`config.mk`:
```
export PLATFORM = sky130hd
export DESIGN_NAME = websocket_frame_deframer_unmasker
export DESIGN_NICKNAME = d
export VERILOG_FILES = /design/src/hw/rtl/wsdf_pkg.sv /design/src/hw/rtl/websocket_frame_deframer_unmasker.sv /design/src/hw/rtl/wsdf_front.sv /design/src/hw/rtl/wsdf_queue.sv /design/src/hw/rtl/wsdf_back.sv
export VERILOG_INCLUDE_DIRS = /design/src /design/src/hw/rtl
export SDC_FILE = /design/constraint.sdc
export NUM_CORES = 1
export LEC_CHECK = 0
export BUFFER_PORTS_ARGS = -buffer_cell sky130_fd_sc_hd__buf_2
export CAP_MARGIN = 20
export CORE_MARGIN = 2
export CORE_UTILIZATION = 35
export CTS_CLUSTER_DIAMETER = 30
export DETAILED_ROUTE_END_ITERATION = 10
export GPL_TIMING_DRIVEN = 0
export SYNTH_ARGS = -nofsm -noshare
export SYNTH_HDL_FRONTEND = slang
export SYNTH_HIERARCHICAL = 1
export SYNTH_SLANG_ARGS = --single-unit
```
`constraint.sdc`:
```
create_clock -name clk -period 4 [get_ports clk]
set_clock_uncertainty 0.1 [all_clocks]
set_input_delay 0.8 -clock clk [delete_from_list [all_inputs] [get_ports clk]]
set_output_delay 0.8 -clock clk [all_outputs]
set_load 0.05 [all_outputs]
```
`src/hw/rtl/assert_macros.svh`:
```
// Assertion helpers, all clocked on clk and disabled in reset.
`ifndef ASSERT_MACROS_SVH
`define ASSERT_MACROS_SVH

// cond must never hold
`define AST_NEVER(lbl, cond) \
    lbl: assert property (@(posedge clk) disable iff (!rst_n) !(cond)) \
        else $error("assertion failed: condition must never hold");

// ante implies cons in the same cycle
`define AST_IMPLY(lbl, ante, cons) \
    lbl: assert property (@(posedge clk) disable iff (!rst_n) (ante) |-> (cons)) \
        else $error("assertion failed: implication violated");

// ante implies cons in the next cycle
`define AST_NEXT(lbl, ante, cons) \
    lbl: assert property (@(posedge clk) disable iff (!rst_n) (ante) |=> (cons)) \
        else $error("assertion failed: next-cycle implication violated");

`endif

```
`src/hw/rtl/wsdf_pkg.sv`:
```
package wsdf_pkg;

    localparam int QDEPTH = 4;
    localparam int QPTR_W = $clog2(QDEPTH);
    localparam int QCNT_W = $clog2(QDEPTH + 1);

    typedef enum logic [1:0] {
        KIND_DATA  = 2'd0,
        KIND_ERROR = 2'd1,
        KIND_EMPTY = 2'd2
    } kind_t;

    typedef enum logic [2:0] {
        PH_HDR0    = 3'd0,
        PH_HDR1    = 3'd1,
        PH_EXTLEN  = 3'd2,
        PH_KEY     = 3'd3,
        PH_PAYLOAD = 3'd4,
        PH_DISCARD = 3'd5
    } phase_t;

    localparam logic [6:0] LEN_CODE_16 = 7'd126;
    localparam logic [6:0] LEN_CODE_64 = 7'd127;
    localparam logic [3:0] SKIP_16     = 4'd2;
    localparam logic [3:0] SKIP_64     = 4'd8;

    localparam logic [3:0] OP_CONT   = 4'd0;
    localparam logic [3:0] OP_TEXT   = 4'd1;
    localparam logic [3:0] OP_BINARY = 4'd2;
    localparam logic [3:0] OP_CLOSE  = 4'd8;
    localparam logic [3:0] OP_PING   = 4'd9;
    localparam logic [3:0] OP_PONG   = 4'd10;

    typedef struct packed {
        logic [7:0] in_byte;
        logic       in_last;
    } in_word_t;

    typedef struct packed {
        kind_t      out_kind;
        logic [7:0] out_byte;
        logic       out_fin;
        logic [3:0] out_opcode;
        logic       out_last;
    } out_word_t;

    // queued work: raw byte and key byte, XOR is done in the back end
    typedef struct packed {
        kind_t      kind;
        logic [7:0] raw;
        logic [7:0] key;
        logic       fin;
        logic [3:0] opcode;
        logic       last;
    } work_t;

    typedef struct packed {
        logic full;
        logic empty;
    } q_stat_t;

    function automatic logic opcode_valid(input logic [3:0] op);
        opcode_valid = (op == OP_CONT) || (op == OP_TEXT) || (op == OP_BINARY) ||
                       (op == OP_CLOSE) || (op == OP_PING) || (op == OP_PONG);
    endfunction

endpackage

```
`src/hw/rtl/websocket_frame_deframer_unmasker.sv`:
```
// WebSocket receive-side deframer and unmasker.
// in channel (in_valid/in_ready/in_data): one byte of a received frame buffer
// per word, in_last set on the buffer's final byte. Header bytes, extended
// length bytes and the four mask-key bytes are consumed silently.
// out channel (out_valid/out_ready/out_data): one word per payload byte,
// unmasked, plus one error word for a reserved opcode or one empty-frame word
// when the buffer ends right after the key. out_last flags a frame's final word.
// A result word enters the queue when its byte is accepted, then the output
// register of out_valid. Throughput: one byte per cycle while the queue is not
// full; the four-entry queue and the output register decouple the sides.
// in_ready drops only when the queue is full, i.e. when the receiver has held
// out_ready low long enough; words are held, never dropped, during a stall.
// Reset clears the parser to expect header byte zero and empties the queue;
// no clearing pass is needed, the block accepts input right after reset.
module websocket_frame_deframer_unmasker
    import wsdf_pkg::*;
(
    input  logic      clk,
    input  logic      rst_n,
    input  logic      in_valid,
    output logic      in_ready,
    input  in_word_t  in_data,
    output logic      out_valid,
    input  logic      out_ready,
    output out_word_t out_data
);

    logic    take;
    logic    push;
    logic    pop;
    work_t   wrec;
    work_t   rrec;
    q_stat_t stat;

    assign in_ready = !stat.full;
    assign take     = in_valid && in_ready;

    wsdf_front u_front (
        .clk   (clk),
        .rst_n (rst_n),
        .take  (take),
        .word  (in_data),
        .push  (push),
        .rec   (wrec)
    );

    wsdf_queue u_queue (
        .clk   (clk),
        .rst_n (rst_n),
        .push  (push),
        .wdata (wrec),
        .pop   (pop),
        .rdata (rrec),
        .stat  (stat)
    );

    wsdf_back u_back (
        .clk       (clk),
        .rst_n     (rst_n),
        .stat      (stat),
        .rdata     (rrec),
        .pop       (pop),
        .out_valid (out_valid),
        .out_ready (out_ready),
        .out_data  (out_data)
    );

endmodule

```
`src/hw/rtl/wsdf_front.sv`:
```
`include "assert_macros.svh"

module wsdf_front
    import wsdf_pkg::*;
(
    input  logic     clk,
    input  logic     rst_n,
    input  logic     take,
    input  in_word_t word,
    output logic     push,
    output work_t    rec
);

    phase_t      phase_reg, phase_next;
    logic [3:0]  skip_reg, skip_next;
    logic [31:0] key_reg, key_next;
    logic [1:0]  kidx_reg, kidx_next;
    logic        fin_reg, fin_next;
    logic [3:0]  op_reg, op_next;

    logic [7:0]  b;
    logic        last;
    logic [3:0]  hop;
    logic [1:0]  kidx_inc;
    logic [3:0]  skip_dec;

    assign b        = word.in_byte;
    assign last     = word.in_last;
    assign hop      = b[3:0];
    assign kidx_inc = kidx_reg + 2'd1;
    assign skip_dec = skip_reg - 4'd1;

    // next state
    always_comb
    begin
        phase_next = phase_reg;
        skip_next  = skip_reg;
        key_next   = key_reg;
        kidx_next  = kidx_reg;
        fin_next   = fin_reg;
        op_next    = op_reg;
        if (take)
        begin
            case (phase_reg)
                PH_HDR1:
                begin
                    if (last)
                    begin
                        phase_next = PH_HDR0;
                    end
                    else
                    begin
                        kidx_next = 2'd0;
                        key_next  = '0;
                        if (b[6:0] == LEN_CODE_16)
                        begin
                            skip_next  = SKIP_16;
                            phase_next = PH_EXTLEN;
                        end
                        else if (b[6:0] == LEN_CODE_64)
                        begin
                            skip_next  = SKIP_64;
                            phase_next = PH_EXTLEN;
                        end
                        else
                        begin
                            skip_next  = 4'd0;
                            phase_next = PH_KEY;
                        end
                    end
                end
                PH_EXTLEN:
                begin
                    if (last)
                    begin
                        phase_next = PH_HDR0;
                        skip_next  = 4'd0;
                    end
                    else
                    begin
                        skip_next = skip_dec;
                        if (skip_dec == 4'd0)
                        begin
                            phase_next = PH_KEY;
                        end
                    end
                end
                PH_KEY:
                begin
                    key_next[kidx_reg*8 +: 8] = key_reg[kidx_reg*8 +: 8] | b;
                    kidx_next = kidx_inc;
                    if (kidx_inc == 2'd0)
                    begin
                        phase_next = last ? PH_HDR0 : PH_PAYLOAD;
                    end
                    else if (last)
                    begin
                        phase_next = PH_HDR0;
                        kidx_next  = 2'd0;
                    end
                end
                PH_PAYLOAD:
                begin
                    kidx_next = kidx_inc;
                    if (last)
                    begin
                        phase_next = PH_HDR0;
                        kidx_next  = 2'd0;
                    end
                end
                PH_DISCARD:
                begin
                    if (last)
                    begin
                        phase_next = PH_HDR0;
                    end
                end
                default:
                begin
                    fin_next = b[7];
                    op_next  = hop;
                    if (!opcode_valid(hop))
                    begin
                        phase_next = last ? PH_HDR0 : PH_DISCARD;
                    end
                    else
                    begin
                        phase_next = last ? PH_HDR0 : PH_HDR1;
                    end
                end
            endcase
        end
    end

    // results
    always_comb
    begin
        push       = 1'b0;
        rec.kind   = KIND_DATA;
        rec.raw    = 8'd0;
        rec.key    = 8'd0;
        rec.fin    = fin_reg;
        rec.opcode = op_reg;
        rec.last   = 1'b1;
        case (phase_reg)
            PH_HDR1, PH_EXTLEN, PH_DISCARD:
            begin
                push = 1'b0;
            end
            PH_KEY:
            begin
                push     = take && (kidx_inc == 2'd0) && last;
                rec.kind = KIND_EMPTY;
            end
            PH_PAYLOAD:
            begin
                push     = take;
                rec.kind = KIND_DATA;
                rec.raw  = b;
                rec.key  = key_reg[kidx_reg*8 +: 8];
                rec.last = last;
            end
            default:
            begin
                push       = take && !opcode_valid(hop);
                rec.kind   = KIND_ERROR;
                rec.fin    = b[7];
                rec.opcode = hop;
            end
        endcase
    end

    always_ff @(posedge clk or negedge rst_n)
    begin
        if (!rst_n)
        begin
            phase_reg <= PH_HDR0;
            skip_reg  <= 4'd0;
            key_reg   <= '0;
            kidx_reg  <= 2'd0;
            fin_reg   <= 1'b0;
            op_reg    <= 4'd0;
        end
        else
        begin
            phase_reg <= phase_next;
            skip_reg  <= skip_next;
            key_reg   <= key_next;
            kidx_reg  <= kidx_next;
            fin_reg   <= fin_next;
            op_reg    <= op_next;
        end
    end

    `AST_IMPLY(a_err_ends_frame, push && rec.kind == KIND_ERROR, rec.last)
    `AST_NEXT(a_payload_wraps, take && phase_reg == PH_PAYLOAD && last, kidx_reg == 2'd0)

endmodule

```
`src/hw/rtl/wsdf_queue.sv`:
```
`include "assert_macros.svh"

module wsdf_queue
    import wsdf_pkg::*;
(
    input  logic    clk,
    input  logic    rst_n,
    input  logic    push,
    input  work_t   wdata,
    input  logic    pop,
    output work_t   rdata,
    output q_stat_t stat
);

    work_t             mem_reg [QDEPTH];
    logic [QPTR_W-1:0] wr_reg, rd_reg;
    logic [QCNT_W-1:0] cnt_reg, cnt_next;

    assign stat.full  = (cnt_reg == QCNT_W'(QDEPTH));
    assign stat.empty = (cnt_reg == '0);
    assign rdata      = mem_reg[rd_reg];

    always_comb
    begin
        cnt_next = cnt_reg;
        if (push && !pop)
        begin
            cnt_next = cnt_reg + 1'b1;
        end
        else if (pop && !push)
        begin
            cnt_next = cnt_reg - 1'b1;
        end
    end

    always_ff @(posedge clk)
    begin
        if (push)
        begin
            mem_reg[wr_reg] <= wdata;
        end
    end

    always_ff @(posedge clk or negedge rst_n)
    begin
        if (!rst_n)
        begin
            wr_reg  <= '0;
            rd_reg  <= '0;
            cnt_reg <= '0;
        end
        else
        begin
            if (push)
            begin
                wr_reg <= wr_reg + 1'b1;
            end
            if (pop)
            begin
                rd_reg <= rd_reg + 1'b1;
            end
            cnt_reg <= cnt_next;
        end
    end

    `AST_NEVER(a_no_overflow, push && stat.full)
    `AST_NEVER(a_no_underflow, pop && stat.empty)

endmodule

```
`src/hw/rtl/wsdf_back.sv`:
```
`include "assert_macros.svh"

module wsdf_back
    import wsdf_pkg::*;
(
    input  logic      clk,
    input  logic      rst_n,
    input  q_stat_t   stat,
    input  work_t     rdata,
    output logic      pop,
    output logic      out_valid,
    input  logic      out_ready,
    output out_word_t out_data
);

    logic      valid_reg;
    out_word_t data_reg, data_next;

    assign pop       = !stat.empty && (!valid_reg || out_ready);
    assign out_valid = valid_reg;
    assign out_data  = data_reg;

    always_comb
    begin
        data_next.out_kind   = rdata.kind;
        data_next.out_byte   = rdata.raw ^ rdata.key;
        data_next.out_fin    = rdata.fin;
        data_next.out_opcode = rdata.opcode;
        data_next.out_last   = rdata.last;
    end

    always_ff @(posedge clk)
    begin
        if (pop)
        begin
            data_reg <= data_next;
        end
    end

    always_ff @(posedge clk or negedge rst_n)
    begin
        if (!rst_n)
        begin
            valid_reg <= 1'b0;
        end
        else if (pop)
        begin
            valid_reg <= 1'b1;
        end
        else if (out_ready)
        begin
            valid_reg <= 1'b0;
        end
    end

    `AST_NEXT(a_pop_loads, pop, valid_reg)

endmodule

```
==> impl_metrics.csv <==
group,metric,value,unit
placed_design,gp_congestion,0.776,
yosys,synth.ff_latch_count,166,
clocking,insertion_delay,420,ps
finish,nets,533,
clocking,cts_setup_buffers,0,
yosys,synth_flop_cell,"edfxtp_1",
clocking,path_clk_slew,60,ps
worst_hold_path,hold_path.class,"in -> async",
yosys,synth_edf_count,112,
global_route,overflow,0,
pwr,p_clk_share,24.8,%
timing,finalCritPeriodShare,81.2,%
detailed_routing,first_iter_violations,252,
yosys,yosysUniqueCellTypes,51,
detailed_routing,vias,3842,
finish,largest_reg_flops,96,
flow_run,max-cap-violations,0,
yosys,avgSynthCellArea,15.6,sq um
pwr,p_per_area,720,nW/um^2
timing,timing.hold.ws,206,ps
clocking,cts_tree,"built",
yosys,syn-cell-area,7050,sq um
worst_setup_path,crit_path_start_kind,"flip-flop",
detailed_routing,top_layer,"met4",
global_route,first_global_vias,3991,
floorplanning,dieHeight,146,um
global_route,antenna_found_initial,0,
placed_design,dpl.cell_count,752,
yosys,synth_top_cell_area_share,47.7,%
detailed_routing,viasPerCell,4.90,
detailed_routing,wirelength,13.7,mm
pwr,ir_worst_vdd,0.247,mV
worst_setup_path,cp_data_required_time,4240,ps
timing,worst_pin_slew,813,ps
placed_design,pre_cts_ws,671,ps
clocking,ctsRootBufferMaster,"clkbuf_16",
floorplanning,die_x,146,um
timing,finalHoldViolCount,0,
global_route,grt_pass1_wl,21.8,mm
timing,fin_tns_setup,0,ps
detailed_routing,wl_met2,7.18,mm
yosys,synthArstFlopShare,32.5,%
floorplanning,ios,31,
worst_setup_path,path_class,"reg -> reg",
pwr,p_int,3.92,mW
clocking,cts-resized-gates,0,
clocking,clock_sinks,166,
global_route,grt_max_degree,39,
timing,min_period,3250,ps
pwr,p_sw,1.98,mW
global_route,track_usage,13.6,%
detailed_routing,ant_nets,0,
finish,area_delta_synth_final,16.2,%
finish,antenna_cells,0,
timing,slew-limit-headroom,45.4,%
timing,report.final.slew_viol_count,0,
worst_setup_path,cp.arrival,3490,ps
yosys,yosysSeqAreaShare,66.9,%
detailed_routing,first_pass_iters,4,
yosys,synth_top_cell_by_area,"edfxtp_1",
detailed_routing,wl_per_cell,17.4,um
clocking,cts_buffer_depth,2,
pwr,p_sw_share,33.5,%
finish,fin_cells,784,
clocking,cts_buffers,17,
detailed_routing,wl_met3,443,um
floorplanning,initial_core_util,36.0,%
floorplanning,fp-row-count,51,
yosys,synth_area_leaders,"edfxtp_1, dfrtp_1, mux4_2",
finish,drive_gt1_share,22.0,%
pwr,p_leak,3.14,nW
pwr,p_seq_share,41.0,%
timing,setup_violations,0,
yosys,synth.net_count,478,
floorplanning,core_area,19600,sq um
worst_setup_path,crit_fanout,10,
clocking,htreeDepth,4,
worst_setup_path,worstSetupEndpointType,"flip-flop",
timing,fmax,0.308,GHz
timing,post-route-worst-setup-slack,750,ps
clocking,ctsHoldBuffers,0,
timing,grt_setup_unrepaired,"no",
floorplanning,die_area,21300,sq um
run_status,status,"complete, no violations",
yosys,syn_inst,451,
detailed_routing,remaining_drc_errors,0,
pwr,combPwrFrac,34.2,%
placed_design,io_buffers,30,
yosys,ys_warn_count,6,
detailed_routing,wirelength_met1,5.83,mm
placed_design,place_hpwl,9.18,mm
-- final timing paths --
path | startpoint | endpoint | slack (ps) | depth (start not counted)
max | u_front/phase_reg[2] | u_queue/cnt_reg[2] | 750 | 11
max in group asynchronous | rst_n | u_front/key_reg[20] | 3040 | 2
max reg2reg | u_front/phase_reg[2] | u_queue/cnt_reg[2] | 750 | 11
min | rst_n | u_queue/wr_reg[0] | 210 | 1
min in group clk | u_front/key_reg[17] | u_front/key_reg[17] | 380 | 2
min reg2reg | u_front/key_reg[17] | u_front/key_reg[17] | 380 | 2
-- placed cells by master (no fill, tap or decap), types with 16 or more instances in the layout --
cell and n:
mux4_2 26, edfxtp_1 112, clkbuf_16 17, nand2_1 55, dfrtp_1 54, o21ai_0 37
buf_2 36, and2_1 23, nor2_1 16
-- cell type report --
type	count	area [sq um]
buffer	15	113
clock buffer	21	440
clock inverter	11	85.1
fill	1741	11400
inverter	13	48.8
multi-input combinational	257	2170
sequential	166	4710
tap	265	332
timing repair buffer	36	283
-- layer usage --
layer	vias to the layer above	track usage [%]
met5	-	0
met4	0	5.64
met3	15	3.23
met2	78	23.3
met1	1957	16.3
li1	1792	-
-- cell families after synthesis --
group / synth area share (%)
compound gates: 5.50
simple gates: 8.79
flops: 66.9
xor+xnor: 1.99
fa+ha+maj: 2.59
mux: 11.9
buf+inv: 2.29
-- cell usage after synthesis, types with 2 or more instances --
cell / number
buf_2: 6
nor3b_1: 3
nor3_1: 3
mux2_2: 6
edfxtp_1: 112
clkbuf_1: 3
buf_12: 2
dfrtp_1: 54
mux4_1: 6
xor2_1: 13
nand2b_1: 5
inv_1: 12
nand2_1: 55
o21ai_0: 37
or3b_1: 2
nand3_1: 7
nor2b_1: 3
o21ai_1: 3
nor2_1: 16
o22ai_1: 2
ha_1: 13
and3_1: 2
mux2_4: 2
a21oi_1: 4
and3b_1: 2
and2_1: 23
a21oi_2: 2
buf_4: 2
xnor2_1: 3
a22o_1: 2
mux4_2: 26
-- power groups by stage --
stage | clock network (mW) | registers, mW | logic (mW)
after floorplan | 0 | 2.73 | 1.23
after global placement | 0 | 2.44 | 1.93
after detailed placement | 0 | 2.46 | 2.04
after CTS | 1.49 | 2.42 | 2.04
after global routing | 1.56 | 2.46 | 2.19
final | 1.46 | 2.42 | 2.02
-- through the flow --
step	cell area, sq um	power, mW	utilization [%]
5_1_grt	8190	6.21	41.8
3_5_place_dp	7660	4.49	39.1
4_1_cts	8190	5.96	41.8
3_3_place_gp	7530	4.38	38.4
6_report	8190	5.90	41.8
2_1_floorplan	7050	3.96	-
-- critical path: stages (launching register included) --
cell	delay, ps
dfrtp_1	390
buf_4	180
nor3b_1	310
clkbuf_1	440
clkbuf_2	290
o21a_1	310
ha_1	250
inv_1	70
fa_1	390
xor2_1	180
nor2_1	110
xor2_1	160
No activity file was read; power rests on OpenSTA's default activity.
